File: config.mk
export PLATFORM = sky130hd
export DESIGN_NAME = sd_card_init_sequencer_flat
export DESIGN_NICKNAME = d
export VERILOG_FILES = /design/src/hw/rtl/sdi_pkg.sv /design/src/hw/rtl/sdi_if.sv /design/src/hw/rtl/sd_card_init_sequencer.sv /design/src/flat_wrapper.sv
export SDC_FILE = /design/constraint.sdc
export NUM_CORES = 1
export LEC_CHECK = 0
export ABC_AREA = 1
export BUFFER_PORTS_ARGS = -buffer_cell sky130_fd_sc_hd__clkbuf_2
export CORE_MARGIN = 2
export CORE_UTILIZATION = 30
export CTS_CLUSTER_SIZE = 28
export DETAILED_ROUTE_END_ITERATION = 8
export GPL_TIMING_DRIVEN = 0
export SLEW_MARGIN = 25
export SYNTH_ARGS = -nofsm -noshare
export SYNTH_HDL_FRONTEND = slang
export SYNTH_SLANG_ARGS = --single-unit
File: constraint.sdc
create_clock -name clk_i -period 13.2 [get_ports clk_i]
set_clock_uncertainty 0.1 [all_clocks]
set_input_delay 0.66 -clock clk_i [delete_from_list [all_inputs] [get_ports clk_i]]
set_output_delay 0.66 -clock clk_i [all_outputs]
set_load 0.1 [all_outputs]
File: src/hw/rtl/sdi_pkg.sv
// Package for the SD-mode card identification sequencer.
// Holds the phase and code enums, command constants and channel payload types.
// Depends on nothing; every other file of the block uses it.
`default_nettype none

package sdi_pkg;

  // Sequencer phases, in sequence order.
  typedef enum logic [3:0] {
    PH_IDLE   = 4'd0,
    PH_CMD0   = 4'd1,
    PH_CMD8   = 4'd2,
    PH_LOOP55 = 4'd3,
    PH_ACMD41 = 4'd4,
    PH_CMD2   = 4'd5,
    PH_CMD3   = 4'd6,
    PH_CMD9   = 4'd7,
    PH_CMD7   = 4'd8,
    PH_APP55  = 4'd9,
    PH_ACMD6  = 4'd10,
    PH_DONE   = 4'd11,
    PH_FAIL   = 4'd12
  } phase_e;

  // What a result item tells the command engine to do.
  typedef enum logic [1:0] {
    ACT_ISSUE  = 2'd0,
    ACT_OK     = 2'd1,
    ACT_ERR    = 2'd2,
    ACT_IGNORE = 2'd3
  } action_e;

  // Expected response length of the issued command.
  typedef enum logic [1:0] {
    RESP_NONE  = 2'd0,
    RESP_SHORT = 2'd1,
    RESP_LONG  = 2'd2
  } resp_kind_e;

  // Card type codes.
  localparam logic [1:0] CARD_UNKNOWN = 2'd0;
  localparam logic [1:0] CARD_V1      = 2'd1;
  localparam logic [1:0] CARD_V2_SC   = 2'd2;
  localparam logic [1:0] CARD_V2_HC   = 2'd3;

  // Input mode codes.
  localparam logic MODE_START   = 1'b0;
  localparam logic MODE_OUTCOME = 1'b1;

  // Command indexes.
  localparam logic [5:0] CMD_GO_IDLE    = 6'd0;
  localparam logic [5:0] CMD_ALL_CID    = 6'd2;
  localparam logic [5:0] CMD_SEND_RCA   = 6'd3;
  localparam logic [5:0] CMD_SET_WIDTH  = 6'd6;
  localparam logic [5:0] CMD_SELECT     = 6'd7;
  localparam logic [5:0] CMD_IF_COND    = 6'd8;
  localparam logic [5:0] CMD_SEND_CSD   = 6'd9;
  localparam logic [5:0] CMD_OP_COND    = 6'd41;
  localparam logic [5:0] CMD_APP        = 6'd55;

  // Command arguments and response checks.
  localparam logic [31:0] IF_COND_ARG   = 32'h0000_01AA;
  localparam logic [31:0] HCS_ARG       = 32'h4000_0000;
  localparam logic [31:0] BUS_4BIT_ARG  = 32'h0000_0002;

  // Configuration register indexes and reset values.
  localparam int unsigned    CFG_IDX_W      = 8;
  localparam logic [CFG_IDX_W-1:0] CFG_IDENT_DIV = 8'd0;
  localparam logic [CFG_IDX_W-1:0] CFG_FAST_DIV  = 8'd1;
  localparam logic [CFG_IDX_W-1:0] CFG_RETRY_LIM = 8'd2;
  localparam logic [7:0]     IDENT_DIV_RST  = 8'd118;
  localparam logic [7:0]     FAST_DIV_RST   = 8'd1;
  localparam logic [7:0]     RETRY_LIM_RST  = 8'd200;

  // Input item.
  typedef struct packed {
    logic        mode;
    logic        cmd_failed;
    logic [31:0] resp_word1;
    logic [31:0] resp_word2;
    logic [31:0] resp_word3;
  } in_item_t;

  // Result item.
  typedef struct packed {
    action_e     action;
    logic [5:0]  cmd_index;
    logic [31:0] cmd_arg;
    resp_kind_e  resp_kind;
    logic [1:0]  card_kind;
    logic [32:0] sector_total;
    logic [15:0] card_address;
    logic [7:0]  clock_divider;
    logic        wide_bus;
  } out_item_t;

endpackage

`default_nettype wire

File: src/hw/rtl/sdi_if.sv
// Channel interfaces of the SD-mode identification sequencer.
// Item channels carry valid, ready and a payload; the config channel an index and value.
// Depends on sdi_pkg for the payload types.
`default_nettype none

interface sdi_in_if;
  logic             valid;
  logic             ready;
  sdi_pkg::in_item_t data;

  modport source (output valid, output data, input ready);
  modport sink   (input valid, input data, output ready);
endinterface

interface sdi_out_if;
  logic              valid;
  logic              ready;
  sdi_pkg::out_item_t data;

  modport source (output valid, output data, input ready);
  modport sink   (input valid, input data, output ready);
endinterface

interface sdi_cfg_if;
  logic                            valid;
  logic                            ready;
  logic [sdi_pkg::CFG_IDX_W-1:0]   index;
  logic [7:0]                      value;

  modport source (output valid, output index, output value, input ready);
  modport sink   (input valid, input index, input value, output ready);
endinterface

`default_nettype wire

File: src/hw/rtl/sd_card_init_sequencer.sv
// SD-mode card identification sequencer, top level.
// Depends on sdi_pkg and the channel interfaces in sdi_if.sv.
//
// Usage: send a start item (mode 0) on in_i to begin identification; the
// block answers with CMD0. After each command, send an outcome item (mode 1)
// with the failure flag and response words; the block answers with the next
// command (index, argument, response kind), finished-ok or finished-error.
// Outcome items while idle or finished are answered with the ignored action.
// Configuration writes on cfg_i are always taken (cfg_i.ready is high) and
// set the identification and fast clock dividers and the ACMD41 retry limit.
//
// Timing: every input transfer produces exactly one result transfer from
// the output register. One item per cycle is sustained unless out_i stalls;
// the phase update and CSD field extraction are combinational. The input
// side is ready whenever the output register is empty or being drained, so
// a stall on out_i holds the pending result and blocks new input transfers.
//
// Reset: rst_ni clears the phase to idle, all card state to zero, the
// output register to empty and the config registers to their defaults.
`default_nettype none

module sd_card_init_sequencer (
  input  wire logic clk_i,
  input  wire logic rst_ni,
  sdi_in_if.sink    in_i,
  sdi_out_if.source out_o,
  sdi_cfg_if.sink   cfg_i
);

  // Configuration registers.
  logic [7:0] ident_div_q, fast_div_q, retry_lim_q;

  // Sequencer state.
  sdi_pkg::phase_e phase_q, phase_d;
  logic            v2_q, v2_d;
  logic [7:0]      attempt_q, attempt_d;
  logic [1:0]      card_type_q, card_type_d;
  logic [15:0]     rca_q, rca_d;
  logic [32:0]     sector_q, sector_d;
  logic            wide_q, wide_d;

  // Output register.
  logic               out_valid_q;
  sdi_pkg::out_item_t out_q, res_d;

  logic in_fire;
  logic active;
  sdi_pkg::action_e    act;
  logic [5:0]          idx;
  logic [31:0]         arg;
  sdi_pkg::resp_kind_e kind;
  logic [22:0]         csd_v2_size;
  logic [12:0]         csd_v1_size;

  assign in_i.ready  = !out_valid_q || out_o.ready;
  assign in_fire     = in_i.valid && in_i.ready;
  assign cfg_i.ready = 1'b1;

  // Configuration register writes; indexes beyond the list are dropped.
  always_ff @(posedge clk_i or negedge rst_ni) begin
    if (!rst_ni) begin
      ident_div_q <= sdi_pkg::IDENT_DIV_RST;
      fast_div_q  <= sdi_pkg::FAST_DIV_RST;
      retry_lim_q <= sdi_pkg::RETRY_LIM_RST;
    end else if (cfg_i.valid) begin
      unique case (cfg_i.index)
        sdi_pkg::CFG_IDENT_DIV: ident_div_q <= cfg_i.value;
        sdi_pkg::CFG_FAST_DIV:  fast_div_q  <= cfg_i.value;
        sdi_pkg::CFG_RETRY_LIM: retry_lim_q <= cfg_i.value;
        default: ;
      endcase
    end
  end

  // Capacity from the CSD: block count plus one, scaled to 512-byte sectors.
  assign csd_v2_size = {1'b0, in_i.data.resp_word2[5:0], in_i.data.resp_word3[31:16]}
                       + 23'd1;
  assign csd_v1_size = {1'b0, in_i.data.resp_word2[19:8]} + 13'd1;

  assign active = (phase_q inside {[sdi_pkg::PH_CMD0:sdi_pkg::PH_ACMD6]});

  // Phase transition and result for the item being transferred.
  always_comb begin
    phase_d     = phase_q;
    v2_d        = v2_q;
    attempt_d   = attempt_q;
    card_type_d = card_type_q;
    rca_d       = rca_q;
    sector_d    = sector_q;
    wide_d      = wide_q;
    act         = sdi_pkg::ACT_ISSUE;
    idx         = sdi_pkg::CMD_GO_IDLE;
    arg         = '0;
    kind        = sdi_pkg::RESP_NONE;

    if (in_i.data.mode == sdi_pkg::MODE_START) begin
      // A start always restarts the sequence from CMD0.
      card_type_d = sdi_pkg::CARD_UNKNOWN;
      sector_d    = '0;
      rca_d       = '0;
      wide_d      = 1'b0;
      v2_d        = 1'b0;
      attempt_d   = '0;
      phase_d     = sdi_pkg::PH_CMD0;
    end else if (!active) begin
      act = sdi_pkg::ACT_IGNORE;
    end else if (in_i.data.cmd_failed && phase_q != sdi_pkg::PH_CMD8) begin
      card_type_d = sdi_pkg::CARD_UNKNOWN;
      phase_d     = sdi_pkg::PH_FAIL;
      act         = sdi_pkg::ACT_ERR;
    end else begin
      unique case (phase_q)
        sdi_pkg::PH_CMD0: begin
          phase_d = sdi_pkg::PH_CMD8;
          idx     = sdi_pkg::CMD_IF_COND;
          arg     = sdi_pkg::IF_COND_ARG;
          kind    = sdi_pkg::RESP_SHORT;
        end
        sdi_pkg::PH_CMD8: begin
          // A failed or mismatched CMD8 selects the V1 path.
          v2_d      = !in_i.data.cmd_failed && (in_i.data.resp_word1 == sdi_pkg::IF_COND_ARG);
          attempt_d = '0;
          phase_d   = sdi_pkg::PH_LOOP55;
          idx       = sdi_pkg::CMD_APP;
          kind      = sdi_pkg::RESP_SHORT;
        end
        sdi_pkg::PH_LOOP55: begin
          phase_d = sdi_pkg::PH_ACMD41;
          idx     = sdi_pkg::CMD_OP_COND;
          arg     = v2_q ? sdi_pkg::HCS_ARG : '0;
          kind    = sdi_pkg::RESP_SHORT;
        end
        sdi_pkg::PH_ACMD41: begin
          if (attempt_q >= retry_lim_q) begin
            card_type_d = sdi_pkg::CARD_UNKNOWN;
            phase_d     = sdi_pkg::PH_FAIL;
            act         = sdi_pkg::ACT_ERR;
          end else begin
            attempt_d = attempt_q + 8'd1;
            if (!in_i.data.resp_word1[31]) begin
              // Card still busy: poll again.
              phase_d = sdi_pkg::PH_LOOP55;
              idx     = sdi_pkg::CMD_APP;
              kind    = sdi_pkg::RESP_SHORT;
            end else begin
              if (v2_q) begin
                card_type_d = in_i.data.resp_word1[30] ? sdi_pkg::CARD_V2_HC
                                                       : sdi_pkg::CARD_V2_SC;
              end else begin
                card_type_d = sdi_pkg::CARD_V1;
              end
              phase_d = sdi_pkg::PH_CMD2;
              idx     = sdi_pkg::CMD_ALL_CID;
              kind    = sdi_pkg::RESP_LONG;
            end
          end
        end
        sdi_pkg::PH_CMD2: begin
          phase_d = sdi_pkg::PH_CMD3;
          idx     = sdi_pkg::CMD_SEND_RCA;
          kind    = sdi_pkg::RESP_SHORT;
        end
        sdi_pkg::PH_CMD3: begin
          rca_d   = in_i.data.resp_word1[31:16];
          phase_d = sdi_pkg::PH_CMD9;
          idx     = sdi_pkg::CMD_SEND_CSD;
          arg     = {in_i.data.resp_word1[31:16], 16'h0000};
          kind    = sdi_pkg::RESP_LONG;
        end
        sdi_pkg::PH_CMD9: begin
          if (card_type_q == sdi_pkg::CARD_V2_SC || card_type_q == sdi_pkg::CARD_V2_HC) begin
            sector_d = {csd_v2_size, 10'b0};
          end else begin
            sector_d = {14'b0, csd_v1_size, 6'b0};
          end
          phase_d = sdi_pkg::PH_CMD7;
          idx     = sdi_pkg::CMD_SELECT;
          arg     = {rca_q, 16'h0000};
          kind    = sdi_pkg::RESP_SHORT;
        end
        sdi_pkg::PH_CMD7: begin
          phase_d = sdi_pkg::PH_APP55;
          idx     = sdi_pkg::CMD_APP;
          arg     = {rca_q, 16'h0000};
          kind    = sdi_pkg::RESP_SHORT;
        end
        sdi_pkg::PH_APP55: begin
          phase_d = sdi_pkg::PH_ACMD6;
          idx     = sdi_pkg::CMD_SET_WIDTH;
          arg     = sdi_pkg::BUS_4BIT_ARG;
          kind    = sdi_pkg::RESP_SHORT;
        end
        default: begin
          // Final ACMD6 succeeded: 4-bit bus is selected.
          wide_d  = 1'b1;
          phase_d = sdi_pkg::PH_DONE;
          act     = sdi_pkg::ACT_OK;
        end
      endcase
    end

    // The result reports the state as it stands after this item.
    res_d.action        = act;
    res_d.cmd_index     = idx;
    res_d.cmd_arg       = arg;
    res_d.resp_kind     = kind;
    res_d.card_kind     = card_type_d;
    res_d.sector_total  = sector_d;
    res_d.card_address  = rca_d;
    res_d.clock_divider = (phase_d == sdi_pkg::PH_DONE) ? fast_div_q : ident_div_q;
    res_d.wide_bus      = wide_d;
  end

  // Sequencer state register, updated on each input transfer.
  always_ff @(posedge clk_i or negedge rst_ni) begin
    if (!rst_ni) begin
      phase_q     <= sdi_pkg::PH_IDLE;
      v2_q        <= 1'b0;
      attempt_q   <= '0;
      card_type_q <= sdi_pkg::CARD_UNKNOWN;
      rca_q       <= '0;
      sector_q    <= '0;
      wide_q      <= 1'b0;
    end else if (in_fire) begin
      phase_q     <= phase_d;
      v2_q        <= v2_d;
      attempt_q   <= attempt_d;
      card_type_q <= card_type_d;
      rca_q       <= rca_d;
      sector_q    <= sector_d;
      wide_q      <= wide_d;
    end
  end

  // Output register: filled on an input transfer, emptied on an output transfer.
  always_ff @(posedge clk_i or negedge rst_ni) begin
    if (!rst_ni) begin
      out_valid_q <= 1'b0;
    end else if (in_fire) begin
      out_valid_q <= 1'b1;
    end else if (out_o.ready) begin
      out_valid_q <= 1'b0;
    end
  end

  always_ff @(posedge clk_i) begin
    if (in_fire) begin
      out_q <= res_d;
    end
  end

  assign out_o.valid = out_valid_q;
  assign out_o.data  = out_q;

  // A start transfer is always answered with CMD0.
  a_start_cmd0: assert property (@(posedge clk_i) disable iff (!rst_ni)
    (in_fire && in_i.data.mode == sdi_pkg::MODE_START) |=>
      (out_valid_q && out_q.action == sdi_pkg::ACT_ISSUE &&
       out_q.cmd_index == sdi_pkg::CMD_GO_IDLE))
    else $error("start transfer not answered with CMD0");

  // The wide bus flag is only set once the sequence has finished ok.
  a_wide_done: assert property (@(posedge clk_i) disable iff (!rst_ni)
    wide_q |-> (phase_q == sdi_pkg::PH_DONE))
    else $error("wide bus set outside the done phase");

  // A finished-error result reports an unknown card.
  a_err_kind: assert property (@(posedge clk_i) disable iff (!rst_ni)
    (out_valid_q && out_q.action == sdi_pkg::ACT_ERR) |->
      (out_q.card_kind == sdi_pkg::CARD_UNKNOWN))
    else $error("error result with a known card type");

  // An ignored outcome leaves the sequencer phase unchanged.
  a_ignore_hold: assert property (@(posedge clk_i) disable iff (!rst_ni)
    (in_fire && in_i.data.mode == sdi_pkg::MODE_OUTCOME && !active) |=>
      $stable(phase_q))
    else $error("ignored outcome changed the phase");

endmodule

`default_nettype wire

File: src/flat_wrapper.sv
// flat-port wrapper written by rule: the top's interface ports become plain ports
module sd_card_init_sequencer_flat 
  (clk_i, rst_ni, in_i_valid, in_i_data, in_i_ready, out_o_valid, out_o_data, out_o_ready, cfg_i_valid, cfg_i_index, cfg_i_value, cfg_i_ready);
  sdi_in_if in_i_i ();
  sdi_out_if out_o_i ();
  sdi_cfg_if cfg_i_i ();
  input  wire logic clk_i;
  input  wire logic rst_ni;
  input wire logic [$bits(in_i_i.valid)-1:0] in_i_valid;
  input wire logic [$bits(in_i_i.data)-1:0] in_i_data;
  output wire logic [$bits(in_i_i.ready)-1:0] in_i_ready;
  output wire logic [$bits(out_o_i.valid)-1:0] out_o_valid;
  output wire logic [$bits(out_o_i.data)-1:0] out_o_data;
  input wire logic [$bits(out_o_i.ready)-1:0] out_o_ready;
  input wire logic [$bits(cfg_i_i.valid)-1:0] cfg_i_valid;
  input wire logic [$bits(cfg_i_i.index)-1:0] cfg_i_index;
  input wire logic [$bits(cfg_i_i.value)-1:0] cfg_i_value;
  output wire logic [$bits(cfg_i_i.ready)-1:0] cfg_i_ready;
  assign in_i_i.valid = in_i_valid;
  assign in_i_i.data = in_i_data;
  assign in_i_ready = in_i_i.ready;
  assign out_o_valid = out_o_i.valid;
  assign out_o_data = out_o_i.data;
  assign out_o_i.ready = out_o_ready;
  assign cfg_i_i.valid = cfg_i_valid;
  assign cfg_i_i.index = cfg_i_index;
  assign cfg_i_i.value = cfg_i_value;
  assign cfg_i_ready = cfg_i_i.ready;
  sd_card_init_sequencer u_core (.clk_i(clk_i), .rst_ni(rst_ni), .in_i(in_i_i), .out_o(out_o_i), .cfg_i(cfg_i_i));
endmodule
# Word-level counts from Yosys, hierarchy flattened
# Index checks and enable logic that the tools add are counted.
# totals
ff_bits	192
in_bits	119
# classes
addsub	3
n_lt_le_gt_ge	3
n_eq_ne	21
n_mux	51
n_bitwise	2
reduce_logical	21
# ops
cell	count
33-bit 2-to-1 mux	5
32-bit case mux with 5 select lines	1
16-bit 2-to-1 mux	4
6-bit case mux with 8 select lines	1
8-bit 2-to-1 mux	5
4-bit case mux with 9 select lines	1
32-bit by 9-bit == test with 1-bit output, second input constant	1
31-bit 2-to-1 mux	1
2-bit 2-to-1 mux	12
22-bit by 1-bit adder with 23-bit output, second input constant	1
4-bit by 3-bit == test with 1-bit output, second input constant	4
4-bit 2-to-1 mux	4
8-bit case mux with 2 select lines	1
12-bit by 1-bit adder with 13-bit output, second input constant	1
4-bit == test, second input constant	3
6-bit 2-to-1 mux	2
1-bit 2-to-1 mux	11
9-bit OR reduction	1
8-bit by 1-bit adder with 8-bit output, second input constant	1
4-bit by 2-bit == test with 1-bit output, second input constant	2
8-bit by 1-bit == test with 1-bit output, second input constant	1
8-bit by 2-bit == test with 1-bit output, second input constant	1
8-bit greater-or-equal comparator	1
8-bit zero test	1
other kinds (24)	35

# Depth between registers and ports, before layout
# Gate-level depths: netlist of the first run.
# logic_depth
depth_word	8
depth_mapped	17
depth_no_buf	17

# Least setup slack after synthesis of the first run
# No wires, ideal clock.
# synth_timing
path_kind	register -> register
startpoint	reg u_core.out_valid_q, in the netlist u_core.out_o.valid
endpoint	reg u_core.out_q (netlist bit u_core.out_o.data[0]), enable pin
t_arrival_ps	4994
required_ps	12613
path_slack_ps	7620
path_stages_with_launch	6
period_less_slack_ps	5580
path_cell_list	dfrtp_1 > nand2_1 > nand2_1 > inv_1 > clkbuf_1 > clkbuf_1
# synth_between
elab_chain_cells	3
# synth_lines
element	line	text
from (decl)	sd_card_init_sequencer.sv:43	logic out_valid_q;
from (signal assigned)	sd_card_init_sequencer.sv:238	out_valid_q <= 1'b0;
from (signal assigned)	sd_card_init_sequencer.sv:240	out_valid_q <= 1'b1;
from (signal assigned)	sd_card_init_sequencer.sv:242	out_valid_q <= 1'b0;
1-bit zero test	sd_card_init_sequencer.sv:55	assign in_i.ready = !out_valid_q || out_o.ready;
1-bit logical OR	sd_card_init_sequencer.sv:55	
via in_i_ready	flat_wrapper.sv:11	output wire logic [$bits(in_i_i.ready)-1:0] in_i_ready;
1-bit logical AND	sd_card_init_sequencer.sv:56	assign in_fire = in_i.valid && in_i.ready;
via u_core.in_fire	sd_card_init_sequencer.sv:46	logic in_fire;
to (signal assigned)	sd_card_init_sequencer.sv:248	out_q <= res_d;
to (decl)	sd_card_init_sequencer.sv:44	sdi_pkg::out_item_t out_q, res_d;
# The timed path passes the listed nets, and every way through them passes these cells.
# A chain may end at the register's enable or synchronous reset.

==> run summary, run 1 <==
Outcome - completed
Clock buffer count from CTS - 17
Fin crit period - 2.81 ns
Root buf cell - clkbuf_16
Io pins - 224
Slew @ Worst Pin - 0.594 ns
NumNets Final - 1302
Synthesized flop and latch total - 178
Crit start category - flop
Residual DRC - 0
Fin util - 37.9%
EDFF count, synth - 88
Pins Over Slew Limit - 0
Area Overhead vs Synth - 23.8%
Post-DP Area - 0.0103 mm^2
Max frequency - 0.356 GHz
First-pass GRT wire length - 37.8 mm
Die Span X - 175 um
1st-iter DRT viols - 479
Initial antenna violation count - 0
Maximum vdd drop - 0.0703 mV
Crit. End Element - flop
DRT Wirelength - 23.7 mm
Cells along the critical path - inv_1 > ha_1 > a21o_1 > nor2_1 > nand3_2 > nand2_1 > nand2_1 > nand2_1 > nand2_1 > nor2_4 > nand2_4 > nand2_1 > nand2_1
Initial core utilization - 30.6%
Power per cell area - 147 mW/mm^2
Syn Area/Cell - 9.18 um^2
Synth warn - 0
Antenna Cells - 0
Leak Pwr - 4.98 nW
CTS Sinks - 178
Arr. time, crit path - 2.88 ns
Synth cell types - 52
Area of the die - 0.0308 mm^2
1st-pass router iterations - 5
Setup violators final - 0
Worst endpoint required time - 13.28 ns
H-tree levels - 4
Fin. Hold Viols - 0
Core area - 0.0288 mm^2
Number of global-route vias before repair - 7057
Top_reg_cell synth - edfxtp_1
Num rows - 62
Avg Vias per Cell - 4.59
Global Route Usage Sum - 15.6%
TritonCTS clock tree - yes
Post-synthesis sequential area ratio - 55.7%
Worst R2R Setup Slack - 10.39 ns
Routed Antenna Nets - 0
Worst-path maximum fanout - 9
CTS clk-pin slew, worst paths - 0.07 ns
Final Cycle Share - 21.3%
Slowest CP cell - dfstp_2
Total number of vias - 7209
GPL Wtd Cong - 0.855
Congestion Overflow GR - 0
Register Area - 0.00491 mm^2
Post-synth ARST share - 50.6%
WL/cell - 15.1 um
RSZ-0062 raised after global routing - false
Most frequent cells in the layout - nand2_1 (210), clkbuf_2 (178), inv_1 (132), edfxtp_1 (88), dfrtp_1 (81)
Cell mode on critical path - nand2_1
Cells after Synth - 960
Post-route setup TNS - 0 ns
Hold Crit Class - reg -> reg
WS Path Type - reg -> reg
I/O Buffers - 179
Post-DP HPWL - 17.6 mm
Commonest non-fill, non-tap cell in the layout - nand2_1
Multi-input logic area - 0.00317 mm^2
Largest net degree at the start of global routing - 67
CTS Buffer Depth - 2
Top cell family by delay on the critical path - simple AND/OR/NAND/NOR gates
Worst path bufs/invs - 1
Worst-skew pair later-pin latency - 0.43 ns
Die H - 175 um
Post-CTS resize count - 0
Maxcap violations - 0
CP peak stage delay - 0.53 ns
Final instance area - 0.0109 mm^2
Rel. slew slack - 60.6%
Mapped cell area - 0.00881 mm^2
Share of cells above drive strength 1 - 24.7%
Fillers - 2937
## cell usage after synthesis, drive strengths merged (2+ instances only)
cell | n | area, um^2
or2 | 3 | 18.8
o22ai | 32 | 263
inv | 141 | 529
xnor2 | 3 | 26.3
o21a | 3 | 22.5
nor3 | 14 | 70.1
a31o | 3 | 26.3
nand2 | 213 | 817
conb | 2 | 7.51
a21oi | 14 | 73.8
ha | 11 | 138
clkbuf | 15 | 56.3
nand3 | 50 | 265
o211ai | 5 | 37.5
nand3b | 5 | 37.5
o21ai | 90 | 473
dfrtp | 81 | 2030
nand4 | 20 | 125
nor3b | 3 | 22.5
nor4 | 4 | 25.0
a22oi | 16 | 120
edfxtp | 88 | 2640
nor2 | 88 | 418
buf | 28 | 191
xor2 | 5 | 43.8
dfstp | 9 | 236
a31oi | 5 | 31.3
## registers in the layout, summed over array words and instances, names as in the netlist
name	flops
u_core.phase_q	4
u_core.attempt_q	8
u_core.v2_q	1
u_core.wide_q	1
u_core.ident_div_q	8
u_core.rca_q	16
u_core.fast_div_q	8
u_core.retry_lim_q	8
u_core.card_type_q	2
u_core.out_o.data	88
u_core.sector_q	33
u_core.out_o.valid	1
## timing repair
action	4_1_cts	5_1_grt
hold buffers	1	0
hold endpoints to repair	4	0
buffers inserted	0	0
## final timing paths
| kind | start | to | cells after the start |
|---|---|---|---|
| worst max-delay path | u_core.retry_lim_q[7]$_DFFE_PN1P_ | u_core.out_o.data[1]$_DFFE_PP_ | 13 |
| worst min-delay path | u_core.sector_q[29]$_DFFE_PN0P_ | u_core.sector_q[29]$_DFFE_PN0P_ | 2 |
| worst max register to register | u_core.retry_lim_q[7]$_DFFE_PN1P_ | u_core.out_o.data[1]$_DFFE_PP_ | 13 |
| worst min register to register | u_core.sector_q[29]$_DFFE_PN0P_ | u_core.sector_q[29]$_DFFE_PN0P_ | 2 |
| max in group asynchronous | rst_ni | u_core.retry_lim_q[7]$_DFFE_PN1P_ | 3 |
| min in group asynchronous | rst_ni | u_core.sector_q[6]$_DFFE_PN0P_ | 2 |
## cells by family (layout without fill, tap and decap cells)
kind of cell	after synthesis	after routing	synth area share (%)
AO/OA/AOI/OAI	175	175	12.5
XOR/XNOR	8	8	0.795
adder cells (fa/ha/maj)	11	11	1.56
buffers and inverters	184	399	8.82
flip-flops	178	178	55.7
other	2	12	0.0852
AND/OR/NAND/NOR	402	402	20.6
## per-stage QoR
step | setup WS, ns | hold slack, ns | power, mW | std cells
after floorplan | 7.62 | 0.264 | 0.989 | 970
after global placement | 6.76 | 0.363 | 1.09 | 1533
after detailed placement | 10.13 | 0.367 | 1.10 | 1536
after CTS | 10.37 | 0.371 | 1.61 | 1569
after global routing | 10.18 | 0.393 | 1.67 | 1569
final | 10.39 | 0.383 | 1.60 | 1569
## per-layer routing
layer | track usage, % | up-vias | share of wire [%]
met5 | 0 | - | 0
met1 | 21.8 | 3350 | 48
met4 | 5.00 | 0 | 1.8
met2 | 24.7 | 214 | 46
met3 | 2.73 | 24 | 4.9
li1 | - | 3621 | -
## power breakdown
part | total [mW] | leakage (nW) | internal, mW | switching [mW]
Combinational | 0.442 | 2.61 | 0.0885 | 0.354
Clock | 0.515 | 0.280 | 0.269 | 0.245
Sequential | 0.643 | 2.09 | 0.621 | 0.0214
Total | 1.60 | 4.98 | 0.979 | 0.620
## cell type report
class | count | area share, %
Sequential cell | 178 | 45.0
Multi-Input combinational cell | 608 | 29.0
Timing Repair Buffer | 183 | 9.00
Inverter | 141 | 4.85
Tap cell | 384 | 4.40
Clock buffer | 17 | 3.90
Buffer | 43 | 2.31
Clock inverter | 15 | 1.53
## worst reg2reg max path, cell delays in order (launching register included)
cell and delay [ns]:
dfstp_2 0.53, inv_1 0.04, ha_1 0.28, a21o_1 0.18, nor2_1 0.36, nand3_2 0.16, nand2_1 0.08, nand2_1 0.05
nand2_1 0.06, nand2_1 0.11, nor2_4 0.31, nand2_4 0.14, nand2_1 0.08, nand2_1 0.08
No activity file was read; power rests on OpenSTA's default activity.
==> inputs of run 2 (changes only) <==
Clock period 13.2 ns to 2.5 ns, I/O delays scaled along.
==> run 2 against run 1 <==
Net effect: maximum frequency up 17%; register-to-register slack worse by 10 ns; worst setup slack worse by 10 ns; design area up 3.9%; critical path depth up 3; global-route usage up 0.43 points; total power rose to 5.3 times the previous value; highest routed layer unchanged.
==> run summary, run 2 (synthesis gave the netlist of run 1 again) <==
Worst-skew pair later-pin latency - 0.43 ns
Maxcap violations - 0
Avg Vias per Cell - 4.62
Total number of vias - 7415
1st-pass router iterations - 5
First-pass GRT wire length - 38.5 mm
Worst endpoint required time - 2.59 ns
Largest net degree at the start of global routing - 56
DRT Wirelength - 24.5 mm
Arr. time, crit path - 2.49 ns
Post-DP Area - 0.0103 mm^2
CTS Buffer Depth - 2
GPL Wtd Cong - 0.833
Congestion Overflow GR - 0
Area of the die - 0.0308 mm^2
Antenna Cells - 0
Fin crit period - 2.40 ns
Residual DRC - 0
Initial core utilization - 30.6%
Max reg flops - 88
Post-Layout Cell Count - 1604
CP peak stage delay - 0.54 ns
RSZ-0062 raised after global routing - true
Crit. End Element - flop
Io pins - 224
WS Path Type - reg -> reg
Root buf cell - clkbuf_16
Core area - 0.0288 mm^2
Max frequency - 0.416 GHz
Leak Pwr - 5.15 nW
Slowest CP cell - dfstp_2
Routed Antenna Nets - 0
WL/cell - 15.3 um
Most frequent cells in the layout - nand2_1 (195), clkbuf_2 (179), inv_1 (131), edfxtp_1 (88), dfrtp_1 (80)
Initial antenna violation count - 0
Area Overhead vs Synth - 28.6%
Number of global-route vias before repair - 7189
Worst-path maximum fanout - 8
NumNets Final - 1337
Cell mode on critical path - nand2_1
Num rows - 62
Hold Crit Class - in -> reg
Share of cells above drive strength 1 - 26.3%
Die H - 175 um
Final instance area - 0.0113 mm^2
Global Route Usage Sum - 16.1%
Pins Over Slew Limit - 0
Fin. Hold Viols - 0
Post-DP HPWL - 17.8 mm
Crit start category - flop
Die Span X - 175 um
Cells along the critical path - inv_2 > ha_4 > nand2_2 > nor2_1 > nor2_1 > nand2_1 > nand2_4 > nand3_4 > nand2_2 > nand2_1 > nand2_1 > nand2_2 > nor2_4 > nand2_4 > nand2_1 > nand2_1
Power per cell area - 746 mW/mm^2
Cells after DPL - 1534
Commonest non-fill, non-tap cell in the layout - nand2_1
Fin util - 39.4%
Maximum vdd drop - 0.451 mV
CTS Sinks - 178
Rel. slew slack - 60.8%
H-tree levels - 4
1st-iter DRT viols - 506
Fillers - 2949
CTS clk-pin slew, worst paths - 0.08 ns
Setup violators final - 0
Clock buffer count from CTS - 17
Final Cycle Share - 96.1%
Outcome - completed
TritonCTS clock tree - yes
Slew @ Worst Pin - 0.588 ns
I/O Buffers - 179
run 2: worst paths after layout:
check / from / end / slack (ns) / cells after the start
max reg2reg: u_core.retry_lim_q[3]$_DFFE_PN1P_ / u_core.out_o.data[5]$_DFFE_PP_ / 0.1 / 16
min in group asynchronous: rst_ni / u_core.sector_q[8]$_DFFE_PN0P_ / 0.06 / 2
min: in_i_data[30] / u_core.sector_q[24]$_DFFE_PN0P_ / 0.02 / 3
min reg2reg: u_core.sector_q[15]$_DFFE_PN0P_ / u_core.sector_q[15]$_DFFE_PN0P_ / 0.38 / 2
max: u_core.retry_lim_q[3]$_DFFE_PN1P_ / u_core.out_o.data[5]$_DFFE_PP_ / 0.1 / 16
max in group asynchronous: rst_ni / u_core.retry_lim_q[6]$_DFFE_PN1P_ / 1.57 / 3
run 2: report_power, final:
part / internal [mW] / switching [mW] / total, mW / leakage [nW]
clock network: 1.37 / 1.24 / 2.61 / 0.286
logic: 0.546 / 1.90 / 2.45 / 2.77
registers: 3.28 / 0.121 / 3.40 / 2.09
run 2: repair_timing:
item / 4_1_cts / 5_1_grt
pin swaps: 2 / 20
setup endpoints to repair: 100 / 8
endpoints found under the hold margin: 131 / 0
gates cloned: 1 / 0
resized for setup: 4 / 20
hold buffers: 31 / 0
buffers inserted: 4 / 2
run 2: metrics by stage:
| step | setup TNS (ns) | hold slack, ns | worst slack, ns | power [mW] |
|---|---|---|---|---|
| floorplan | 0 | -0.271 | 0.131 | 5.22 |
| global placement | -19.47 | 0.301 | -0.312 | 5.79 |
| detailed placement | -9.53 | -0.0393 | -0.317 | 5.80 |
| CTS | 0 | 0.00216 | 0.0178 | 8.54 |
| global route | -0.245 | 0.0305 | -0.0448 | 8.86 |
| finish | 0 | 0.0233 | 0.0971 | 8.46 |
run 2: area by class of cell:
class / count / area [um^2] / share of cell area (%)
clock inverter: 13 / 114 / 1.00
sequential: 178 / 4910 / 43.3
clock buffer: 19 / 454 / 4.01
tap: 384 / 480 / 4.24
buffer: 43 / 270 / 2.38
inverter: 141 / 529 / 4.67
timing repair buffer: 218 / 1300 / 11.5
multi-input combinational: 608 / 3280 / 28.9
run 2: worst max-delay path, delay by kind of cell (launching register included):
family                   cells  cell delay (ns)
adder cells (fa/ha/maj)      1             0.21
flip-flops                   1             0.54
buffers and inverters        1             0.05
AND/OR/NAND/NOR             14             1.27
run 2: layer usage:
layer	GRT usage, %	vias up	routed length, um
li1	-	3695	-
met1	21.4	3497	11300
met2	26.0	191	11500
met3	3.66	32	1210
met4	4.97	0	453
met5	0	-	0
